[config.mk]
export PLATFORM = sky130hd
export DESIGN_NAME = distinct_value_frequency_table_flat
export DESIGN_NICKNAME = d
export VERILOG_FILES = /design/src/rtl/core/dvft_pkg.sv /design/src/rtl/core/dvft_in_if.sv /design/src/rtl/core/dvft_out_if.sv /design/src/rtl/core/dvft_queue.sv /design/src/rtl/core/dvft_table.sv /design/src/rtl/core/distinct_value_frequency_table.sv /design/src/flat_wrapper.sv
export SDC_FILE = /design/constraint.sdc
export NUM_CORES = 2
export LEC_CHECK = 0
export BUFFER_PORTS_ARGS = -buffer_cell sky130_fd_sc_hd__buf_2
export CORE_MARGIN = 2
export CORE_UTILIZATION = 50
export CTS_BUF_LIST = sky130_fd_sc_hd__clkbuf_16
export DETAILED_ROUTE_END_ITERATION = 12
export MAX_ROUTING_LAYER = met4
export PLACE_DENSITY_LB_ADDON = 0.08
export SLEW_MARGIN = 20
export SYNTH_ARGS = -nofsm -noshare
export SYNTH_HDL_FRONTEND = slang
export SYNTH_SLANG_ARGS = --single-unit
[constraint.sdc]
create_clock -name i_clk -period 12.3 [get_ports i_clk]
set_input_delay 1.23 -clock i_clk [delete_from_list [all_inputs] [get_ports i_clk]]
set_output_delay 1.23 -clock i_clk [all_outputs]
set_load 0.05 [all_outputs]
[src/rtl/core/dvft_pkg.sv]
// shared constants and payload types for the distinct value frequency table
// no dependencies; every other file of the block refers to this package

package dvft_pkg;

    // table geometry
    localparam int TABLE_DEPTH = 32;
    localparam int IDX_W       = $clog2(TABLE_DEPTH);
    localparam int USED_W      = $clog2(TABLE_DEPTH + 1);

    // payload widths
    localparam int VALUE_W = 32;
    localparam int COUNT_W = 16;
    localparam logic [COUNT_W-1:0] COUNT_MAX = {COUNT_W{1'b1}};

    // queue between front and back
    localparam int QUEUE_DEPTH = 2;
    localparam int QPTR_W      = $clog2(QUEUE_DEPTH);
    localparam int QCNT_W      = $clog2(QUEUE_DEPTH + 1);

    // back end state codes
    localparam logic ST_ABSORB = 1'b0;
    localparam logic ST_EMIT   = 1'b1;

    typedef logic signed [VALUE_W-1:0] t_value;
    typedef logic [COUNT_W-1:0]        t_count;

    typedef struct packed {
        t_value value;
        logic   set_end;
    } t_item;

    typedef struct packed {
        t_value distinct_value;
        t_count occurrences;
        logic   table_overflowed;
        logic   last_entry;
    } t_result;

endpackage

[src/rtl/core/dvft_in_if.sv]
// input item channel: valid/ready handshake with value and set end marker
// depends on dvft_pkg for the payload types

interface dvft_in_if;
    logic              valid;
    logic              ready;
    dvft_pkg::t_value  value;
    logic              set_end;

    modport source (output valid, output value, output set_end, input ready);
    modport sink   (input valid, input value, input set_end, output ready);
endinterface

[src/rtl/core/dvft_out_if.sv]
// result channel: valid/ready handshake carrying one table entry per beat
// depends on dvft_pkg for the payload types

interface dvft_out_if;
    logic              valid;
    logic              ready;
    dvft_pkg::t_value  distinct_value;
    dvft_pkg::t_count  occurrences;
    logic              table_overflowed;
    logic              last_entry;

    modport source (output valid, output distinct_value, output occurrences,
                    output table_overflowed, output last_entry, input ready);
    modport sink   (input valid, input distinct_value, input occurrences,
                    input table_overflowed, input last_entry, output ready);
endinterface

[src/rtl/core/dvft_queue.sv]
// front end: short item queue that takes input beats and decouples the table
// depends on dvft_pkg and dvft_in_if

module dvft_queue (
    input  logic         i_clk,
    input  logic         i_rst_n,
    dvft_in_if.sink      i_item,
    dvft_in_if.source    o_item
);

    dvft_pkg::t_item             r_slot [dvft_pkg::QUEUE_DEPTH];
    logic [dvft_pkg::QPTR_W-1:0] r_wr_ptr, n_wr_ptr;
    logic [dvft_pkg::QPTR_W-1:0] r_rd_ptr, n_rd_ptr;
    logic [dvft_pkg::QCNT_W-1:0] r_count, n_count;
    logic                        push, pop;

    // handshake view
    assign i_item.ready = (r_count != dvft_pkg::QCNT_W'(dvft_pkg::QUEUE_DEPTH));
    assign o_item.valid = (r_count != '0);
    assign o_item.value   = r_slot[r_rd_ptr].value;
    assign o_item.set_end = r_slot[r_rd_ptr].set_end;

    assign push = i_item.valid && i_item.ready;
    assign pop  = o_item.valid && o_item.ready;

    // pointer and fill bookkeeping
    always_comb begin
        n_wr_ptr = r_wr_ptr;
        n_rd_ptr = r_rd_ptr;
        n_count  = r_count;
        if (push) begin
            if (r_wr_ptr == dvft_pkg::QPTR_W'(dvft_pkg::QUEUE_DEPTH - 1)) begin
                n_wr_ptr = '0;
            end else begin
                n_wr_ptr = r_wr_ptr + dvft_pkg::QPTR_W'(1);
            end
        end
        if (pop) begin
            if (r_rd_ptr == dvft_pkg::QPTR_W'(dvft_pkg::QUEUE_DEPTH - 1)) begin
                n_rd_ptr = '0;
            end else begin
                n_rd_ptr = r_rd_ptr + dvft_pkg::QPTR_W'(1);
            end
        end
        if (push && !pop) begin
            n_count = r_count + dvft_pkg::QCNT_W'(1);
        end else if (pop && !push) begin
            n_count = r_count - dvft_pkg::QCNT_W'(1);
        end
    end

    always_ff @(posedge i_clk) begin
        if (!i_rst_n) begin
            r_wr_ptr <= '0;
            r_rd_ptr <= '0;
            r_count  <= '0;
        end else begin
            r_wr_ptr <= n_wr_ptr;
            r_rd_ptr <= n_rd_ptr;
            r_count  <= n_count;
        end
    end

    // slot storage, no reset needed
    always_ff @(posedge i_clk) begin
        if (push) begin
            r_slot[r_wr_ptr] <= '{value: i_item.value, set_end: i_item.set_end};
        end
    end

endmodule

[src/rtl/core/dvft_table.sv]
// back end: distinct value table with parallel match, counting and emission
// depends on dvft_pkg, dvft_in_if and dvft_out_if

module dvft_table (
    input  logic         i_clk,
    input  logic         i_rst_n,
    dvft_in_if.sink      i_item,
    dvft_out_if.source   o_result
);

    dvft_pkg::t_value             r_val [dvft_pkg::TABLE_DEPTH];
    dvft_pkg::t_count             r_cnt [dvft_pkg::TABLE_DEPTH];
    logic                         r_state, n_state;
    logic [dvft_pkg::USED_W-1:0]  r_used, n_used;
    logic                         r_ovf, n_ovf;
    logic [dvft_pkg::IDX_W-1:0]   r_emit_idx, n_emit_idx;
    dvft_pkg::t_result            r_out, n_out;
    logic                         r_out_valid, n_out_valid;

    logic [dvft_pkg::TABLE_DEPTH-1:0] hit;
    logic [dvft_pkg::IDX_W-1:0]       hit_idx;
    logic                             any_hit;
    logic                             absorb;
    logic                             full;
    logic                             append;
    logic                             bump;
    logic                             slot_free;
    logic                             emit_last;
    logic [dvft_pkg::IDX_W-1:0]       wr_idx;

    assign i_item.ready = (r_state == dvft_pkg::ST_ABSORB);
    assign absorb       = i_item.valid && i_item.ready;
    assign full         = (r_used == dvft_pkg::USED_W'(dvft_pkg::TABLE_DEPTH));
    assign slot_free    = !r_out_valid || o_result.ready;
    assign emit_last    = ((dvft_pkg::USED_W'(r_emit_idx) + dvft_pkg::USED_W'(1)) == r_used);
    assign wr_idx       = r_used[dvft_pkg::IDX_W-1:0];

    // parallel compare against the live entries; stored values are distinct
    always_comb begin
        hit     = '0;
        hit_idx = '0;
        for (int i = 0; i < dvft_pkg::TABLE_DEPTH; i++) begin
            hit[i] = (dvft_pkg::USED_W'(i) < r_used) && (r_val[i] == i_item.value);
            if (hit[i]) begin
                hit_idx = hit_idx | dvft_pkg::IDX_W'(i);
            end
        end
        any_hit = |hit;
    end

    assign bump   = absorb && any_hit;
    assign append = absorb && !any_hit && !full;

    // control: absorb beats, then walk the table on set end
    always_comb begin
        n_state     = r_state;
        n_used      = r_used;
        n_ovf       = r_ovf;
        n_emit_idx  = r_emit_idx;
        n_out       = r_out;
        n_out_valid = r_out_valid;
        if (r_out_valid && o_result.ready) begin
            n_out_valid = 1'b0;
        end
        unique case (r_state)
            dvft_pkg::ST_ABSORB: begin
                if (absorb) begin
                    if (append) begin
                        n_used = r_used + dvft_pkg::USED_W'(1);
                    end else if (!any_hit) begin
                        n_ovf = 1'b1;
                    end
                    if (i_item.set_end) begin
                        n_state    = dvft_pkg::ST_EMIT;
                        n_emit_idx = '0;
                    end
                end
            end
            dvft_pkg::ST_EMIT: begin
                if (slot_free) begin
                    n_out_valid = 1'b1;
                    n_out = '{distinct_value:   r_val[r_emit_idx],
                              occurrences:      r_cnt[r_emit_idx],
                              table_overflowed: r_ovf,
                              last_entry:       emit_last};
                    n_emit_idx = r_emit_idx + dvft_pkg::IDX_W'(1);
                    if (emit_last) begin
                        n_used  = '0;
                        n_ovf   = 1'b0;
                        n_state = dvft_pkg::ST_ABSORB;
                    end
                end
            end
            default: begin
                n_state = dvft_pkg::ST_ABSORB;
            end
        endcase
    end

    always_ff @(posedge i_clk) begin
        if (!i_rst_n) begin
            r_state     <= dvft_pkg::ST_ABSORB;
            r_used      <= '0;
            r_ovf       <= 1'b0;
            r_emit_idx  <= '0;
            r_out_valid <= 1'b0;
        end else begin
            r_state     <= n_state;
            r_used      <= n_used;
            r_ovf       <= n_ovf;
            r_emit_idx  <= n_emit_idx;
            r_out_valid <= n_out_valid;
        end
    end

    // output payload register
    always_ff @(posedge i_clk) begin
        r_out <= n_out;
    end

    // table writes: append a new value or bump a saturating count
    always_ff @(posedge i_clk) begin
        if (append) begin
            r_val[wr_idx] <= i_item.value;
            r_cnt[wr_idx] <= dvft_pkg::COUNT_W'(1);
        end else if (bump && (r_cnt[hit_idx] != dvft_pkg::COUNT_MAX)) begin
            r_cnt[hit_idx] <= r_cnt[hit_idx] + dvft_pkg::COUNT_W'(1);
        end
    end

    assign o_result.valid            = r_out_valid;
    assign o_result.distinct_value   = r_out.distinct_value;
    assign o_result.occurrences      = r_out.occurrences;
    assign o_result.table_overflowed = r_out.table_overflowed;
    assign o_result.last_entry       = r_out.last_entry;

endmodule

[src/rtl/core/distinct_value_frequency_table.sv]
// Counts how often each distinct signed 32-bit value occurs in a set. Values
// arrive one per beat and the last one of a set carries set_end. While a set
// streams in, the block absorbs one beat per clock: every beat is compared in
// parallel against all stored entries, and a two-beat queue in front keeps the
// input flowing. After the set_end beat, the table is read out one entry per
// cycle while the output is not stalled, in order of first appearance, so the
// table takes no new beats until all of its entries have been read out;
// the final entry carries last_entry and the table is then empty again.
// Counts saturate at 65535. Up to 32 distinct values are kept; further new
// values are dropped and table_overflowed is set on every entry of that set.
//
// top level: front queue feeding the table back end
// depends on dvft_pkg, dvft_in_if, dvft_out_if, dvft_queue and dvft_table

module distinct_value_frequency_table (
    input  logic         i_clk,
    input  logic         i_rst_n,
    dvft_in_if.sink      i_item,
    dvft_out_if.source   o_result
);

    // queued beats between front and back
    dvft_in_if u_queued ();

    dvft_queue u_queue (
        .i_clk   (i_clk),
        .i_rst_n (i_rst_n),
        .i_item  (i_item),
        .o_item  (u_queued.source)
    );

    dvft_table u_table (
        .i_clk    (i_clk),
        .i_rst_n  (i_rst_n),
        .i_item   (u_queued.sink),
        .o_result (o_result)
    );

endmodule
[src/flat_wrapper.sv]
// flat-port wrapper written by rule: the top's interface ports become plain ports
module distinct_value_frequency_table_flat 
  (i_clk, i_rst_n, i_item_valid, i_item_value, i_item_set_end, i_item_ready, o_result_valid, o_result_distinct_value, o_result_occurrences, o_result_table_overflowed, o_result_last_entry, o_result_ready);
  dvft_in_if i_item_i ();
  dvft_out_if o_result_i ();
  input  logic i_clk;
  input  logic i_rst_n;
  input wire logic [$bits(i_item_i.valid)-1:0] i_item_valid;
  input wire logic [$bits(i_item_i.value)-1:0] i_item_value;
  input wire logic [$bits(i_item_i.set_end)-1:0] i_item_set_end;
  output wire logic [$bits(i_item_i.ready)-1:0] i_item_ready;
  output wire logic [$bits(o_result_i.valid)-1:0] o_result_valid;
  output wire logic [$bits(o_result_i.distinct_value)-1:0] o_result_distinct_value;
  output wire logic [$bits(o_result_i.occurrences)-1:0] o_result_occurrences;
  output wire logic [$bits(o_result_i.table_overflowed)-1:0] o_result_table_overflowed;
  output wire logic [$bits(o_result_i.last_entry)-1:0] o_result_last_entry;
  input wire logic [$bits(o_result_i.ready)-1:0] o_result_ready;
  assign i_item_i.valid = i_item_valid;
  assign i_item_i.value = i_item_value;
  assign i_item_i.set_end = i_item_set_end;
  assign i_item_ready = i_item_i.ready;
  assign o_result_valid = o_result_i.valid;
  assign o_result_distinct_value = o_result_i.distinct_value;
  assign o_result_occurrences = o_result_i.occurrences;
  assign o_result_table_overflowed = o_result_i.table_overflowed;
  assign o_result_last_entry = o_result_i.last_entry;
  assign o_result_i.ready = o_result_ready;
  distinct_value_frequency_table u_core (.i_clk(i_clk), .i_rst_n(i_rst_n), .i_item(i_item_i), .o_result(o_result_i));
endmodule
# ---- Word level (Yosys, flattened, before mapping)
# Memory sizes are Yosys's and may differ from the RTL's. A register that Yosys moved wholly into a read port is not among the register bits.
# Index checks and enable logic that the tools add are counted.
dict set report word_totals {
  word_cells 253
  output_inout_bits 52
  inputBits 37
  ramBits 1602
  register_bits 20
  n_memories 3
}
dict set report op_classes {
  bitwise 1
  muxes 101
  addsub 8
  reduce_logical 55
  order_cmp 32
  eq_ne 43
}
# name words width rd rd_ports_with_merged_regs write_ports line
set memory_table {}
lappend memory_table {u_core.u_table.r_val 32 32 33 1 1 dvft_table.sv:11} ;# dvft_pkg::t_value r_val [dvft_pkg::TABLE_DEPTH];
lappend memory_table {u_core.u_table.r_cnt 32 16 2 1 1 dvft_table.sv:12} ;# dvft_pkg::t_count r_cnt [dvft_pkg::TABLE_DEPTH];
lappend memory_table {u_core.u_queue.r_slot 2 33 1 1 1 dvft_queue.sv:11} ;# dvft_pkg::t_item r_slot [dvft_pkg::QUEUE_DEPTH];
# cell n
set op_table {}
lappend op_table {{32-bit equality test} 32}
lappend op_table {{5-bit two-way mux} 24}
lappend op_table {{50-bit two-way mux} 2}
lappend op_table {{5-bit by 6-bit < comparator with 1-bit output (first input constant)} 16}
lappend op_table {{6-bit two-way mux} 10}
lappend op_table {{4-bit by 6-bit < comparator with 1-bit output (first input constant)} 8}
lappend op_table {{1-bit two-way mux} 43}
lappend op_table {{1-bit logical AND} 41}
lappend op_table {{4-bit two-way mux} 8}
lappend op_table {{32-bit OR reduction} 1}
lappend op_table {{3-bit by 6-bit < comparator with 1-bit output (first input constant)} 4}
lappend op_table {{16-bit by 1-bit adder with 16-bit output (second input constant)} 1}
lappend op_table {{16-bit two-way mux} 1}
lappend op_table {{16-bit != test (second input constant)} 1}
lappend op_table {{16-bit OR reduction} 1}
lappend op_table {{1-bit by 6-bit < comparator with 1-bit output (first input constant)} 2}
lappend op_table {{2-bit by 6-bit < comparator with 1-bit output (first input constant)} 2}
lappend op_table {{3-bit two-way mux} 4}
lappend op_table {{3-bit != test (second input constant)} 4}
lappend op_table {{6-bit one-hot mux with 2 select lines} 1}
lappend op_table {{2-bit two-way mux} 5}
lappend op_table {{5-bit one-hot mux with 2 select lines} 1}
lappend op_table {{5-bit by 1-bit adder with 6-bit output (second input constant)} 1}
lappend op_table {{6-bit by 1-bit adder with 6-bit output (second input constant)} 1}
lappend op_table {{other kinds (18)} 26}

# ---- Depth between registers and ports, before layout
# An unclocked memory read counts as a cell.
dict set report logic_depth {
  ltp_word 42
  depth_mapped 31
  mapped_depth_nobuf 20
}

# ---- Cells and area by module
# From an unflattened synthesis, not the netlist that was laid out.
dict set report unflattened {
  cells_unflattened 5545
  hier_area_um2 84895.2
}
# mod n_inst cells_each area_per_inst_um2
set modules_own_cells {}
lappend modules_own_cells {dvft_table 1 5418 82278.9}
lappend modules_own_cells {dvft_queue 1 127 2616.3}

# ---- Worst setup path before layout
# Ideal clock, no wire load.
dict set report synth_path {
  path_kind {register -> register}
  start {register (tool-made name)}
  end {memory u_core.u_table.r_cnt[0][15] in the netlist's numbering (data pin)}
  setup_slack_ns 5.566
  required_time_ns 11.855
  arrival_time_ns 6.290
  n_path_buf 6
  stages_incl_launch_ff 24
  setup_ns 0.445
  path_cell_list {dfxtp_1 -> buf_6 -> buf_12 -> mux2i_2 -> inv_1 -> or3_1 -> a2111oi_0 -> nand4_1 -> nor2_1 -> nor2_1 -> and4_1 -> clkbuf_1 -> nand2_1 -> buf_4 -> buf_6 -> buf_4 -> nand2_1 -> a31oi_1 -> a21oi_1 -> or3b_1 -> nor4_4 -> nand3_2 -> o31a_1 -> nor3_1}
}
# element line
set synth_lines {}
lappend synth_lines {{end, declared} dvft_table.sv:12}

==> results.py <==
metrics = {
    "critical_path": {
        "crit_required_ns": 12.84,
        "slowest_stage": "nor2_1",
        "crit_arrival_ns": 11.12,
        "worstSetupStartpointType": "flop",
        "cp_top_family": "simple AND/OR/NAND/NOR gates",
        "crit_path_end_kind": "flop",
        "max_stage_delay_ns": 0.98,
        "path_cells": "buf_4, mux2i_4, buf_12, xnor2_1, nor4b_1, nand4_1, nor2_1, nor4_2, and2_1, nand2_4, mux4_2, mux2i_1, nor3_1, nor4_1, and4b_1, nand4_2, nand4_1, a22oi_2, buf_4",
        "worst-setup-path-type": "reg2reg",
        "crit_fanout": 36,
        "crit_buf_inv": 3,
    },
    "hold_path": {
        "min_path_type": "reg2reg",
    },
    "synth": {
        "yosys.area.top_type": "edfxtp_1",
        "synth_enable_flop_cells": 1652,
        "netlist_instances": 6267,
        "synth_most_common_cell": "edfxtp_1",
        "synth_cell_type_count": 90,
        "ys_ff_latch": 1671,
        "synth-async-reset-ratio_pct": 0,
        "synth_ff_type": "edfxtp_1",
        "syn_nets": 6311,
        "synthesis.area_mm2": 0.0859,
        "synth_area_leaders": "edfxtp_1 58%, xnor2_1 10%, mux4_2 5.3%",
        "yosysWarnings": 0,
        "syn_area_per_cell_um2": 13.7,
        "yosysTopAreaCellShare_pct": 57.8,
        "seq_area_frac_synth_pct": 58.2,
        "synth_commonest_cells": "1652 x edfxtp_1, 1022 x xnor2_1, 431 x mux2i_1",
    },
    "detailed_routing": {
        "top_layer": "met4",
        "drc": 0,
        "wl_met3_um": 55000,
        "vias_per_cell": 7.28,
        "vias": 64400,
        "dr.pass1.iters": 9,
        "drt-initial-drc-count": 11300,
        "route.met2.wl_um": 169000,
        "wl_um": 401000,
        "ant_nets": 0,
        "drt-wirelength-per-cell_um": 45.4,
        "wl_met1_um": 147000,
    },
    "die": {
        "core_mm2": 0.171,
        "start_util_pct": 50.2,
        "ioPinCount": 89,
        "fp.dieW_um": 418,
        "die_h_um": 418,
        "num_rows": 152,
        "die_area_mm2": 0.175,
    },
    "cts": {
        "cts_buffers": 179,
        "cts_buffer_depth": 3,
        "cts_resized": 0,
        "post_cts.repair.setup_buffers": 0,
        "htreeDepth": 4,
        "root_buffer": "clkbuf_16",
        "path_clk_slew_ns": 0.06,
        "insertion_delay_ns": 0.87,
        "hold_buffers": 0,
        "cts_tree": "yes",
        "cts.sinks": 1671,
    },
    "global_routing": {
        "antenna_found_initial": 26,
        "grt_pass1_vias": 60200,
        "grt_pass1_wl_um": 532000,
        "grtUsageTotal_pct": 46.5,
        "grt.overflow.total": 0,
        "grt_start_max_net_pins": 137,
    },
    "pwr": {
        "p_leak_nw": 28.1,
        "irDropWorstVdd_v": 0.000186,
        "powerDensity_mw_per_mm2": 198,
    },
    "run_status": {
        "status": "finished, final reports clean",
    },
    "sta": {
        "slew_viol_final": 0,
        "setup_tns_ns": 0,
        "slew_headroom_pct": 11.4,
        "min_period_ns": 10.58,
        "tightest_slew_ns": 1.33,
        "rsz0062_at_grt": "no",
        "hold_violations": 0,
        "fmax_mhz": 94.5,
        "finalSetupViolCount": 0,
        "finalClockSkew_ns": 0.0339,
        "fin_crit_sh_pct": 86.0,
    },
    "finish": {
        "fillers": 13900,
        "drive_above_1_share_pct": 16.9,
        "fin_nets": 6480,
        "syn_to_final_growth_pct": 11.8,
        "final-seq-area_mm2": 0.0500,
        "multi_input_area_mm2": 0.0340,
        "fin_cells": 8837,
        "finalInstanceArea_mm2": 0.0960,
    },
    "run": {
        "drv_cap": 0,
    },
    "placed_design": {
        "dp.final_hpwl_um": 281000,
        "place.gp.congestion": 1.07,
        "port_buffers": 88,
        "placed_cells": 8481,
        "placed_area_mm2": 0.0899,
    },
}
-- placed cells by master (no fill, tap or decap), types with 103 or more instances in the layout --
master | Yosys | final
nor2_1 | 209 | 169
o221ai_1 | 149 | 149
a21oi_1 | 200 | 196
nand4_1 | 103 | 103
clkbuf_16 | 0 | 182
mux4_2 | 203 | 203
buf_4 | 36 | 227
nand2_1 | 401 | 399
mux2_2 | 109 | 109
nor4_1 | 427 | 417
o21ai_0 | 184 | 180
xnor2_1 | 1022 | 1022
edfxtp_1 | 1652 | 1652
mux2i_1 | 431 | 430
nand3_1 | 126 | 126
-- tightest hold or removal path, cell delays in order, from the launching register on --
cell	delay (ns)
dfxtp_1	0.34
o21ai_0	0.09
a21boi_0	0.08
-- through the flow --
step,util [%],power [W],setup WS [ns],hold WS (ns)
floorplan,-,0.0106,5.57,0.409
detailed placement,52.5,0.0133,2.08,0.552
global route,56.1,0.0192,1.84,0.542
finish,56.1,0.0190,1.72,0.551
CTS,55.9,0.0187,2.06,0.518
global placement,52.3,0.0133,0.797,0.492
-- cell type report --
class | count | area share (%)
flip-flops and latches | 1671 | 52.1
multi-input cells | 4169 | 35.4
clock buffers | 182 | 4.75
repair buffers | 362 | 3.18
well taps | 2233 | 2.91
clock inverters | 147 | 1.36
inverters | 53 | 0.209
diodes | 20 | 0.0522
-- flip-flops by register name (all words and copies together) (netlist names), 2 cells and up, named ones only --
name	count
u_core.u_table.o_result.distinct_value	32
u_core.u_queue.r_slot	66
u_core.u_queue.r_count	2
u_core.u_table.r_val	1024
u_core.u_table.r_emit_idx	5
u_core.u_table.r_used	6
u_core.u_table.r_cnt	512
u_core.u_table.o_result.occurrences	16
-- report_power, final --
group	switching, W	leakage (nW)	internal [W]
registers	0.000185	15.6	0.00683
logic	0.00465	9.58	0.00182
clock network	0.00242	2.99	0.00313
total	0.00725	28.1	0.0118
-- final timing paths --
| path | cells past startpoint | startpoint | slack (ns) | end |
|---|---|---|---|---|
| worst min register to register | 2 | u_core.u_queue.r_count[1]$_SDFFE_PN0P_ | 0.55 | u_core.u_queue.r_count[1]$_SDFFE_PN0P_ |
| worst min-delay path | 2 | u_core.u_queue.r_count[1]$_SDFFE_PN0P_ | 0.55 | u_core.u_queue.r_count[1]$_SDFFE_PN0P_ |
| worst max-delay path | 19 | flop | 1.72 | u_core.u_table.r_cnt[26][2]$_DFFE_PP_ |
| worst max register to register | 19 | flop | 1.72 | u_core.u_table.r_cnt[26][2]$_DFFE_PP_ |
-- layer usage --
layer / global-route usage (%) / up-vias
li1: - / 24900
met1: 59.2 / 32800
met2: 64.8 / 5622
met3: 15.1 / 1064
met4: 27.9 / 0
met5: - / -
-- cell families (layout without fill, tap and decap cells) --
kind of cell	after synthesis	count (layout)	synth area share [%]
AOI/OAI and AO/OA	844	844	6.61
buffers and inverters	427	744	2.87
adders and majority gates	7	7	0.102
xor gates and xnor gates	1042	1042	10.6
other	0	20	0
muxes	774	774	12.5
and+or+nand+nor	1502	1502	9.02
DFF	1671	1671	58.2
(Power assumes the default switching activity.)
